===== config.mk =====
export PLATFORM = sky130hd
export DESIGN_NAME = software_timer_pool_unit_flat
export DESIGN_NICKNAME = d
export VERILOG_FILES = /design/src/rtl/stpu_pkg.sv /design/src/rtl/stpu_in_if.sv /design/src/rtl/stpu_out_if.sv /design/src/rtl/software_timer_pool_unit.sv /design/src/rtl/stpu_slot_ram.sv /design/src/flat_wrapper.sv
export SDC_FILE = /design/constraint.sdc
export NUM_CORES = 1
export LEC_CHECK = 0
export BUFFER_PORTS_ARGS = -buffer_cell sky130_fd_sc_hd__buf_4
export CAP_MARGIN = 20
export CORE_ASPECT_RATIO = 1.25
export CORE_MARGIN = 2
export CORE_UTILIZATION = 46
export DETAILED_ROUTE_END_ITERATION = 10
export PLACE_DENSITY_LB_ADDON = 0.25
export SETUP_SLACK_MARGIN = 0.5
export SLEW_MARGIN = 20
export SYNTH_ARGS = -nofsm -noshare
export SYNTH_HDL_FRONTEND = slang
export SYNTH_SLANG_ARGS = --single-unit
export TNS_END_PERCENT = 30

===== constraint.sdc =====
create_clock -name i_clk -period 8.68 [get_ports i_clk]
set_input_delay 0.868 -clock i_clk [delete_from_list [all_inputs] [get_ports i_clk]]
set_output_delay 0.868 -clock i_clk [all_outputs]
set_load 0.01 [all_outputs]

===== src/rtl/stpu_pkg.sv =====
// Shared types and constants for the software timer pool unit.
`timescale 1ns / 1ps
`default_nettype none
package stpu_pkg;

    localparam int SLOTS_DEF  = 3;
    localparam int TICKS_W    = 16;
    localparam int HANDLE_W   = 8;
    localparam int SLOT_OUT_W = 3;

    typedef enum logic [1:0] {
        KIND_TICK  = 2'd0,
        KIND_START = 2'd1,
        KIND_STOP  = 2'd2,
        KIND_LOAD  = 2'd3
    } t_kind;

    typedef enum logic [1:0] {
        ST_OK       = 2'd0,
        ST_FULL     = 2'd1,
        ST_NOTFOUND = 2'd2,
        ST_INVALID  = 2'd3
    } t_status;

    // One slot entry as held in the slot RAM.
    typedef struct packed {
        logic [HANDLE_W-1:0] owner;
        logic [TICKS_W-1:0]  period;
        logic [TICKS_W-1:0]  remaining;
        logic                reload;
    } t_slot;

    // Result fields that are settled while an item is worked on.
    typedef struct packed {
        t_status               status;
        logic                  expired;
        logic [HANDLE_W-1:0]   expired_handle;
        logic [SLOT_OUT_W-1:0] slot_index;
    } t_res;

endpackage
`default_nettype wire


===== src/rtl/stpu_in_if.sv =====
// Input channel of the timer pool: one command beat.
`timescale 1ns / 1ps
`default_nettype none
interface stpu_in_if;
    logic                          valid;
    logic                          ready;
    stpu_pkg::t_kind               kind;
    logic [stpu_pkg::TICKS_W-1:0]  ticks;
    logic                          repeat_req;
    logic [stpu_pkg::HANDLE_W-1:0] handle;

    modport source (output valid, output kind, output ticks, output repeat_req,
                    output handle, input ready);
    modport sink   (input valid, input kind, input ticks, input repeat_req,
                    input handle, output ready);
endinterface
`default_nettype wire


===== src/rtl/stpu_out_if.sv =====
// Output channel of the timer pool: one result beat.
`timescale 1ns / 1ps
`default_nettype none
interface stpu_out_if;
    logic                            valid;
    logic                            ready;
    stpu_pkg::t_status               status;
    logic                            expired;
    logic [stpu_pkg::HANDLE_W-1:0]   expired_handle;
    logic [stpu_pkg::SLOT_OUT_W-1:0] slot_index;
    logic                            delay_busy;
    logic                            last;

    modport source (output valid, output status, output expired, output expired_handle,
                    output slot_index, output delay_busy, output last, input ready);
    modport sink   (input valid, input status, input expired, input expired_handle,
                    input slot_index, input delay_busy, input last, output ready);
endinterface
`default_nettype wire


===== src/rtl/software_timer_pool_unit.sv =====
// Top level of the software timer pool unit: command decode, slot walk, result buffer.
`timescale 1ns / 1ps
`default_nettype none
// Pool of SLOTS timer slots plus one delay countdown. Commands arrive one beat at a
// time on i_item: tick, start, stop, or delay load. Start claims the lowest free slot
// (status FULL if none), stop frees the lowest active slot with a matching handle
// (status NOTFOUND if none); handle 0 is rejected with status INVALID. A tick
// decrements the delay counter if nonzero and every active slot; each slot that hits
// zero produces one expiry beat in slot order, then reloads or frees itself. A tick
// with no expiry gives a single plain beat. The final beat of each command has last
// set, and delay_busy reflects the delay counter after the command.
// Timing: one command at a time. Start, load and rejected commands are accepted, then
// give their result. Tick and stop walk the slot RAM: accept, skip each free slot, do a
// RAM read then an update/write-back for each active slot, and hand over the final
// beat; a stop ends at its match. The walk is set by the single read port and single
// decrementer on the slot RAM. Output backpressure adds stall cycles whenever a beat
// (an expiry beat during the walk, or the final beat) must leave while the result
// register is still full.
// No clearing pass after reset: slot activity lives in flops that reset clears.
module software_timer_pool_unit #(
    parameter int SLOTS = stpu_pkg::SLOTS_DEF
) (
    input  wire logic  i_clk,
    input  wire logic  i_rst_n,
    stpu_in_if.sink    i_item,
    stpu_out_if.source o_result
);
    localparam int IDX_W = (SLOTS > 1) ? $clog2(SLOTS) : 1;
    localparam logic [IDX_W-1:0] LAST_IDX = IDX_W'(SLOTS - 1);

    typedef enum logic [3:0] {
        S_IDLE    = 4'b0001,
        S_SCAN_RD = 4'b0010,
        S_SCAN_EX = 4'b0100,
        S_EMIT    = 4'b1000
    } t_state;

    // Control
    t_state                              r_state, n_state;
    logic [SLOTS-1:0]                    r_active, n_active;
    logic [IDX_W-1:0]                    r_idx, n_idx;
    logic                                r_is_tick, n_is_tick;
    logic [stpu_pkg::HANDLE_W-1:0]       r_handle, n_handle;
    logic [stpu_pkg::TICKS_W-1:0]        r_delay, n_delay;

    // Pending result: held back until we know whether it is the final beat
    stpu_pkg::t_res                      r_pend, n_pend;
    logic                                r_pend_vld, n_pend_vld;

    // Output register
    stpu_pkg::t_res                      r_out;
    logic                                r_out_last;
    logic                                r_out_busy;
    logic                                r_out_valid;

    // RAM port signals
    logic                                wr_en;
    logic [IDX_W-1:0]                    wr_addr;
    stpu_pkg::t_slot                     wr_data;
    logic                                rd_en;
    stpu_pkg::t_slot                     rd_data;

    logic                                accept;
    logic                                out_free;
    logic                                push;
    logic                                push_last;
    logic                                adv;
    logic                                any_free;
    logic [IDX_W-1:0]                    free_idx;
    logic [stpu_pkg::TICKS_W-1:0]        rem;
    stpu_pkg::t_slot                     upd;

    stpu_slot_ram #(
        .SLOTS(SLOTS)
    ) u_slot_ram (
        .i_clk    (i_clk),
        .i_wr_en  (wr_en),
        .i_wr_addr(wr_addr),
        .i_wr_data(wr_data),
        .i_rd_en  (rd_en),
        .i_rd_addr(r_idx),
        .o_rd_data(rd_data)
    );

    assign i_item.ready = (r_state == S_IDLE);
    assign accept       = i_item.valid && (r_state == S_IDLE);
    assign out_free     = !r_out_valid || o_result.ready;

    // Lowest free slot
    always_comb begin
        any_free = 1'b0;
        free_idx = '0;
        for (int i = SLOTS - 1; i >= 0; i--) begin
            if (!r_active[i]) begin
                any_free = 1'b1;
                free_idx = IDX_W'(i);
            end
        end
    end

    assign rem = rd_data.remaining - stpu_pkg::TICKS_W'(1);

    always_comb begin
        upd            = rd_data;
        upd.remaining  = (rem == '0 && rd_data.reload) ? rd_data.period : rem;
    end

    always_comb begin
        n_state    = r_state;
        n_active   = r_active;
        n_idx      = r_idx;
        n_is_tick  = r_is_tick;
        n_handle   = r_handle;
        n_delay    = r_delay;
        n_pend     = r_pend;
        n_pend_vld = r_pend_vld;
        wr_en      = 1'b0;
        wr_addr    = r_idx;
        wr_data    = upd;
        rd_en      = 1'b0;
        push       = 1'b0;
        push_last  = 1'b0;
        adv        = 1'b0;

        case (r_state)
            S_IDLE: begin
                if (accept) begin
                    n_pend     = '{status: stpu_pkg::ST_OK, expired: 1'b0,
                                   expired_handle: '0, slot_index: '0};
                    n_pend_vld = 1'b0;
                    n_idx      = '0;
                    n_handle   = i_item.handle;
                    n_state    = S_EMIT;
                    case (i_item.kind)
                        stpu_pkg::KIND_TICK: begin
                            if (r_delay != '0) begin
                                n_delay = r_delay - stpu_pkg::TICKS_W'(1);
                            end
                            n_is_tick = 1'b1;
                            n_state   = S_SCAN_RD;
                        end
                        stpu_pkg::KIND_START: begin
                            if (i_item.handle == '0) begin
                                n_pend.status = stpu_pkg::ST_INVALID;
                            end else if (!any_free) begin
                                n_pend.status = stpu_pkg::ST_FULL;
                            end else begin
                                wr_en                = 1'b1;
                                wr_addr              = free_idx;
                                wr_data.owner        = i_item.handle;
                                wr_data.period       = i_item.ticks;
                                wr_data.remaining    = i_item.ticks;
                                wr_data.reload       = i_item.repeat_req;
                                n_active[free_idx]   = 1'b1;
                                n_pend.slot_index    = stpu_pkg::SLOT_OUT_W'(free_idx);
                            end
                        end
                        stpu_pkg::KIND_STOP: begin
                            if (i_item.handle == '0) begin
                                n_pend.status = stpu_pkg::ST_INVALID;
                            end else begin
                                n_is_tick = 1'b0;
                                n_state   = S_SCAN_RD;
                            end
                        end
                        stpu_pkg::KIND_LOAD: begin
                            n_delay = i_item.ticks;
                        end
                        default: begin
                            n_state = S_IDLE;
                        end
                    endcase
                end
            end

            S_SCAN_RD: begin
                if (r_active[r_idx]) begin
                    rd_en   = 1'b1;
                    n_state = S_SCAN_EX;
                end else begin
                    adv = 1'b1;
                end
            end

            S_SCAN_EX: begin
                if (r_is_tick) begin
                    if (rem == '0) begin
                        // Expiry: previous pending beat leaves first, not final
                        if (!r_pend_vld || out_free) begin
                            push       = r_pend_vld;
                            n_pend     = '{status: stpu_pkg::ST_OK, expired: 1'b1,
                                           expired_handle: rd_data.owner,
                                           slot_index: stpu_pkg::SLOT_OUT_W'(r_idx)};
                            n_pend_vld = 1'b1;
                            wr_en      = 1'b1;
                            if (!rd_data.reload) begin
                                n_active[r_idx] = 1'b0;
                            end
                            adv = 1'b1;
                        end
                    end else begin
                        wr_en = 1'b1;
                        adv   = 1'b1;
                    end
                end else begin
                    if (rd_data.owner == r_handle) begin
                        n_active[r_idx]   = 1'b0;
                        n_pend.slot_index = stpu_pkg::SLOT_OUT_W'(r_idx);
                        n_state           = S_EMIT;
                    end else begin
                        adv = 1'b1;
                    end
                end
            end

            S_EMIT: begin
                if (out_free) begin
                    push       = 1'b1;
                    push_last  = 1'b1;
                    n_pend_vld = 1'b0;
                    n_state    = S_IDLE;
                end
            end

            default: begin
                n_state = S_IDLE;
            end
        endcase

        if (adv) begin
            if (r_idx == LAST_IDX) begin
                n_state = S_EMIT;
                if (!r_is_tick) begin
                    n_pend.status = stpu_pkg::ST_NOTFOUND;
                end
            end else begin
                n_idx   = r_idx + IDX_W'(1);
                n_state = S_SCAN_RD;
            end
        end
    end

    always_ff @(posedge i_clk) begin
        if (!i_rst_n) begin
            r_state     <= S_IDLE;
            r_active    <= '0;
            r_delay     <= '0;
            r_pend_vld  <= 1'b0;
            r_out_valid <= 1'b0;
        end else begin
            r_state    <= n_state;
            r_active   <= n_active;
            r_delay    <= n_delay;
            r_pend_vld <= n_pend_vld;
            if (push) begin
                r_out_valid <= 1'b1;
            end else if (o_result.ready) begin
                r_out_valid <= 1'b0;
            end
        end
    end

    always_ff @(posedge i_clk) begin
        r_idx     <= n_idx;
        r_is_tick <= n_is_tick;
        r_handle  <= n_handle;
        r_pend    <= n_pend;
        if (push) begin
            r_out      <= r_pend;
            r_out_last <= push_last;
            r_out_busy <= (r_delay != '0);
        end
    end

    assign o_result.valid          = r_out_valid;
    assign o_result.status         = r_out.status;
    assign o_result.expired        = r_out.expired;
    assign o_result.expired_handle = r_out.expired_handle;
    assign o_result.slot_index     = r_out.slot_index;
    assign o_result.delay_busy     = r_out_busy;
    assign o_result.last           = r_out_last;

endmodule
`default_nettype wire


===== src/rtl/stpu_slot_ram.sv =====
// Slot RAM: one write port, one read port, registered read data.
`timescale 1ns / 1ps
`default_nettype none
module stpu_slot_ram #(
    parameter  int SLOTS = stpu_pkg::SLOTS_DEF,
    localparam int IDX_W = (SLOTS > 1) ? $clog2(SLOTS) : 1
) (
    input  wire logic                            i_clk,
    input  wire logic                            i_wr_en,
    input  wire logic [IDX_W-1:0]                i_wr_addr,
    input  wire stpu_pkg::t_slot                 i_wr_data,
    input  wire logic                            i_rd_en,
    input  wire logic [IDX_W-1:0]                i_rd_addr,
    output      stpu_pkg::t_slot                 o_rd_data
);
    stpu_pkg::t_slot r_mem [SLOTS];
    stpu_pkg::t_slot r_rd;

    always_ff @(posedge i_clk) begin
        if (i_wr_en) begin
            r_mem[i_wr_addr] <= i_wr_data;
        end
    end

    always_ff @(posedge i_clk) begin
        if (i_rd_en) begin
            r_rd <= r_mem[i_rd_addr];
        end
    end

    assign o_rd_data = r_rd;

endmodule
`default_nettype wire


===== src/flat_wrapper.sv =====
// flat-port wrapper written by rule: the top's interface ports become plain ports
module software_timer_pool_unit_flat 
#(
    parameter int SLOTS = stpu_pkg::SLOTS_DEF
)
  (i_clk, i_rst_n, i_item_valid, i_item_kind, i_item_ticks, i_item_repeat_req, i_item_handle, i_item_ready, o_result_valid, o_result_status, o_result_expired, o_result_expired_handle, o_result_slot_index, o_result_delay_busy, o_result_last, o_result_ready);
  stpu_in_if i_item_i ();
  stpu_out_if o_result_i ();
  input  wire logic i_clk;
  input  wire logic i_rst_n;
  input wire logic [$bits(i_item_i.valid)-1:0] i_item_valid;
  input wire logic [$bits(i_item_i.kind)-1:0] i_item_kind;
  input wire logic [$bits(i_item_i.ticks)-1:0] i_item_ticks;
  input wire logic [$bits(i_item_i.repeat_req)-1:0] i_item_repeat_req;
  input wire logic [$bits(i_item_i.handle)-1:0] i_item_handle;
  output wire logic [$bits(i_item_i.ready)-1:0] i_item_ready;
  output wire logic [$bits(o_result_i.valid)-1:0] o_result_valid;
  output wire logic [$bits(o_result_i.status)-1:0] o_result_status;
  output wire logic [$bits(o_result_i.expired)-1:0] o_result_expired;
  output wire logic [$bits(o_result_i.expired_handle)-1:0] o_result_expired_handle;
  output wire logic [$bits(o_result_i.slot_index)-1:0] o_result_slot_index;
  output wire logic [$bits(o_result_i.delay_busy)-1:0] o_result_delay_busy;
  output wire logic [$bits(o_result_i.last)-1:0] o_result_last;
  input wire logic [$bits(o_result_i.ready)-1:0] o_result_ready;
  assign i_item_i.valid = i_item_valid;
  assign i_item_i.kind = i_item_kind;
  assign i_item_i.ticks = i_item_ticks;
  assign i_item_i.repeat_req = i_item_repeat_req;
  assign i_item_i.handle = i_item_handle;
  assign i_item_ready = i_item_i.ready;
  assign o_result_valid = o_result_i.valid;
  assign o_result_status = o_result_i.status;
  assign o_result_expired = o_result_i.expired;
  assign o_result_expired_handle = o_result_i.expired_handle;
  assign o_result_slot_index = o_result_i.slot_index;
  assign o_result_delay_busy = o_result_i.delay_busy;
  assign o_result_last = o_result_i.last;
  assign o_result_i.ready = o_result_ready;
  software_timer_pool_unit #(.SLOTS(SLOTS)) u_core (.i_clk(i_clk), .i_rst_n(i_rst_n), .i_item(i_item_i), .o_result(o_result_i));
endmodule

==> qor.json <==
{
  "drt_first_pass_iters": {"value": 6},
  "globalRouteOverflowTotal": {"value": 0},
  "min_period_over_period": {"value": 0.4163},
  "cp-start-kind": {"value": "flop"},
  "antenna_found_initial": {"value": 0},
  "grt_first_pass_wirelength": {"value": 33000, "unit": "um"},
  "initial_utilization": {"value": 0.4659},
  "crit_buf_inv": {"value": 2},
  "place.detailed.instances": {"value": 1137},
  "via_count_of_the_first_global_routing_pass": {"value": 6240},
  "cts_inserted_buffers": {"value": 23},
  "worst_hold_path_type": {"value": "reg2reg"},
  "clock_skew": {"value": 0.01140, "unit": "ns"},
  "tritoncts": {"value": "built"},
  "clock_tree.root_cell": {"value": "sky130_fd_sc_hd__clkbuf_16"},
  "vdd.ir_drop.worst": {"value": 0.0001690, "unit": "V"},
  "max_freq": {"value": 276.7, "unit": "MHz"},
  "clock_tree.buffer_depth": {"value": 3},
  "yosysWarningCount": {"value": 0},
  "cts_hold_repair.buffers": {"value": 0},
  "detailed_place_hpwl": {"value": 13780, "unit": "um"},
  "asyncSetResetFlopFracSynth": {"value": 0},
  "critical_path.endpoint_type": {"value": "flop"},
  "synth-seq-cells": {"value": 228},
  "final_net_count": {"value": 921},
  "ys_seq_area_frac": {"value": 0.6587},
  "drv_slew": {"value": 0},
  "worst_skew_pair.late_latency": {"value": 0.51, "unit": "ns"},
  "p_leak": {"value": 4.013, "unit": "nW"},
  "synth_nets": {"value": 879},
  "power.density": {"value": 253.6, "unit": "nW/um2"},
  "syn-cell-area": {"value": 9968, "unit": "um2"},
  "final-hold-violation-count": {"value": 0},
  "number_of_enable_flip_flop_cells_after_synthesis": {"value": 200},
  "reg2reg_setup_slack": {"value": 5.07, "unit": "ns"},
  "critPathMaxFanout": {"value": 41},
  "crit_path_cell_trace": {"value": "inv_1 -> ha_1 -> or3b_2 -> o21ai_0 -> nand4b_1 -> or4_2 -> a31oi_1 -> nor3b_2 -> buf_4"},
  "clk_pin_slew": {"value": 0.06, "unit": "ns"},
  "area_growth_syn_to_layout": {"value": 14.87, "unit": "%"},
  "max_slew_margin": {"value": 0.4051},
  "final_setup_violations": {"value": 0},
  "syn-mean-instance-area": {"value": 11.85, "unit": "um2"},
  "wire_per_inst": {"value": 17.89, "unit": "um"},
  "status": {"value": "finished, final reports clean"},
  "crit_required": {"value": 8.86, "unit": "ns"},
  "track_usage": {"value": 0.1855},
  "floorplan.rows": {"value": 60},
  "critPathSlowestCell": {"value": "sky130_fd_sc_hd__or4_2"},
  "clock_sinks": {"value": 228},
  "chipWidth": {"value": 135.7, "unit": "um"},
  "final_layout_size_suffix_gt1_frac": {"value": 0.1289},
  "totalWireLength": {"value": 21090, "unit": "um"},
  "drc": {"value": 0},
  "holdWs": {"value": 0.4179, "unit": "ns"},
  "drt_iter0_markers": {"value": 477},
  "timing.final.ws_setup": {"value": 5.067, "unit": "ns"},
  "floorplan.io_pins": {"value": 49},
  "timing.critical_path.max_delay_family": {"value": "simple AND/OR/NAND/NOR gates"},
  "crit_type": {"value": "reg2reg"},
  "overall_die_area": {"value": 22870, "unit": "um2"},
  "rsz0062_at_grt": {"value": "false"},
  "grt_start_max_net_pins": {"value": 92},
  "post_cts.repair.setup_buffers": {"value": 0},
  "dr_total_vias": {"value": 6547},
  "synth_cell_types": {"value": 57},
  "place_congestion": {"value": 0.8833},
  "final_period_minus_worst_setup_slack": {"value": 3.613, "unit": "ns"},
  "postRouteAntennaNets": {"value": 0},
  "floorplan.die.height": {"value": 168.6, "unit": "um"},
  "antenna-diode-count": {"value": 0},
  "post_synth_inst_count": {"value": 841},
  "timing.critical_path.slowest_cell_delay": {"value": 0.70, "unit": "ns"},
  "post_layout_nonfiller_instances": {"value": 1179},
  "drt-vias-per-instance": {"value": 5.553},
  "tightestPinTransition": {"value": 0.8924, "unit": "ns"},
  "port_buffers": {"value": 47},
  "setup_tns": {"value": 0, "unit": "ns"},
  "h-tree-depth": {"value": 1},
  "worst_setup_slack_before_clock_tree_synthesis": {"value": 4.790, "unit": "ns"},
  "cp_data_arrival_time": {"value": 3.80, "unit": "ns"},
  "core-area": {"value": 21400, "unit": "um2"},
  "drv_cap": {"value": 0},
  "cts_resized": {"value": 0},
  "postSynth.topFlopCell": {"value": "sky130_fd_sc_hd__edfxtp_1"}
}
[flip-flops by register name, indices dropped and copies added (netlist names)]
register                        cells
u_core.o_result.delay_busy          1
u_core.o_result.status              2
u_core.r_delay                     16
u_core.r_pend                      13
u_core.r_idx                        2
u_core.o_result.slot_index          2
u_core.r_state                      4
u_core.o_result.expired             1
u_core.o_result.valid               1
u_core.r_pend_vld                   1
u_core.u_slot_ram.o_rd_data        41
u_core.u_slot_ram.r_mem           123
u_core.o_result.last                1
u_core.r_handle                     8
u_core.r_active                     3
u_core.o_result.expired_handle      8
u_core.r_is_tick                    1
[cells in the mapped netlist (all sizes together) (5+ instances only)]
cell type,instances,area share
nand3,6,0.0030
nor4,15,0.011
o211ai,5,0.0038
or4,7,0.0054
o31ai,5,0.0038
inv,17,0.0064
xor2,7,0.0062
a21oi,50,0.025
nand4,5,0.0031
nand2,156,0.059
nand2b,6,0.0038
clkbuf,34,0.013
a31oi,12,0.0075
nor2,56,0.021
ha,7,0.0088
edfxtp,200,0.60
a211oi,5,0.0038
buf,9,0.0041
o21ai,80,0.040
and2,11,0.0069
a22oi,8,0.0060
dfxtp,28,0.056
nor3,14,0.0070
or3,7,0.0044
mux2i,44,0.044
xnor2,12,0.011
[metrics by stage]
stage,total power [mW],utilization,instance area (um2)
floorplan,1.721,-,9968
global placement,1.855,0.4963,10620
detailed placement,1.869,0.4966,10630
CTS,2.931,0.5352,11450
global route,3.036,0.5352,11450
finish,2.904,0.5352,11450
[worst register-to-register path: stages, from the launching register on]
cell and delay (ns):
sky130_fd_sc_hd__edfxtp_1 0.45, sky130_fd_sc_hd__inv_1 0.12, sky130_fd_sc_hd__ha_1 0.18, sky130_fd_sc_hd__or3b_2 0.58, sky130_fd_sc_hd__o21ai_0 0.31, sky130_fd_sc_hd__nand4b_1 0.22, sky130_fd_sc_hd__or4_2 0.70, sky130_fd_sc_hd__a31oi_1 0.31
sky130_fd_sc_hd__nor3b_2 0.07, sky130_fd_sc_hd__buf_4 0.32
[layer usage]
| layer | GRT usage | up-vias | part of all wire |
|---|---|---|---|
| met5 | 0 | - | 0 |
| met4 | 0.06341 | 0 | 0.033 |
| met3 | 0.02725 | 52 | 0.055 |
| met2 | 0.3265 | 192 | 0.50 |
| met1 | 0.2333 | 3118 | 0.41 |
| li1 | - | 3185 | - |
[cells in the final DEF (no fill, tap or decap), types with 5 or more instances in the layout]
master	synthesis	layout
sky130_fd_sc_hd__mux2i_1	44	44
sky130_fd_sc_hd__a31oi_1	12	12
sky130_fd_sc_hd__clkinv_2	0	5
sky130_fd_sc_hd__nor4_1	13	13
sky130_fd_sc_hd__edfxtp_1	200	200
sky130_fd_sc_hd__bufinv_16	0	5
sky130_fd_sc_hd__nand2b_1	6	6
sky130_fd_sc_hd__or4_1	6	6
sky130_fd_sc_hd__o21ai_0	80	80
sky130_fd_sc_hd__dfxtp_1	28	27
sky130_fd_sc_hd__nor2_1	56	56
sky130_fd_sc_hd__xnor2_1	12	12
sky130_fd_sc_hd__a21oi_1	50	50
sky130_fd_sc_hd__nand3_1	6	6
sky130_fd_sc_hd__inv_1	17	16
sky130_fd_sc_hd__buf_4	1	60
sky130_fd_sc_hd__xor2_1	7	7
sky130_fd_sc_hd__clkbuf_16	0	24
sky130_fd_sc_hd__a22oi_1	8	8
sky130_fd_sc_hd__ha_1	7	7
sky130_fd_sc_hd__nand2_1	156	155
sky130_fd_sc_hd__or3_1	7	7
sky130_fd_sc_hd__nor3_1	14	13
sky130_fd_sc_hd__o31ai_1	5	5
sky130_fd_sc_hd__nand4_1	5	5
sky130_fd_sc_hd__and2_1	11	11
sky130_fd_sc_hd__o211ai_1	5	5
[cell families (layout without fill, tap and decap cells)]
| logic type | count (synthesis) | count (layout) | share of synthesized area |
|---|---|---|---|
| flops | 228 | 228 | 0.6587 |
| mux | 46 | 46 | 0.04644 |
| other cells | 1 | 1 | 0.0003762 |
| fa+ha+maj | 7 | 7 | 0.008786 |
| simple gates | 298 | 298 | 0.1364 |
| xor+xnor | 19 | 19 | 0.01669 |
| compound gates | 182 | 182 | 0.1092 |
| buf+inv | 60 | 119 | 0.02335 |
[final cells by class]
cell class                 count  area (um2)
clock buffer                  29       629.4
clock inverter                13       196.4
fill                        1842        9945
inverter                      17       63.81
multi-input combinational    553        3194
sequential                   228        6568
tap                          279       349.1
timing repair buffer          60       450.4
[power by group]
| part | total, mW | switching [mW] | internal (mW) | leakage (nW) |
|---|---|---|---|---|
| Clock | 1.06 | 0.400 | 0.664 | 0.408 |
| Combinational | 0.521 | 0.337 | 0.183 | 1.55 |
| Sequential | 1.32 | 0.0270 | 1.29 | 2.05 |
| Total | 2.90 | 0.765 | 2.14 | 4.01 |
[worst paths after layout]
| path | cells past startpoint | endpoint | startpoint |
|---|---|---|---|
| setup / recovery | 9 | u_core.u_slot_ram.r_mem[2][5]$_DFFE_PP_ | u_core.u_slot_ram.o_rd_data[1]$_DFFE_PP_ |
| hold reg to reg | 0 | u_core.o_result.expired_handle[1]$_DFFE_PP_ | u_core.r_pend[4]$_DFFE_PP_ |
| setup reg to reg | 9 | u_core.u_slot_ram.r_mem[2][5]$_DFFE_PP_ | u_core.u_slot_ram.o_rd_data[1]$_DFFE_PP_ |
| hold / removal | 0 | u_core.o_result.expired_handle[1]$_DFFE_PP_ | u_core.r_pend[4]$_DFFE_PP_ |
No activity file was read; power rests on OpenSTA's default activity.
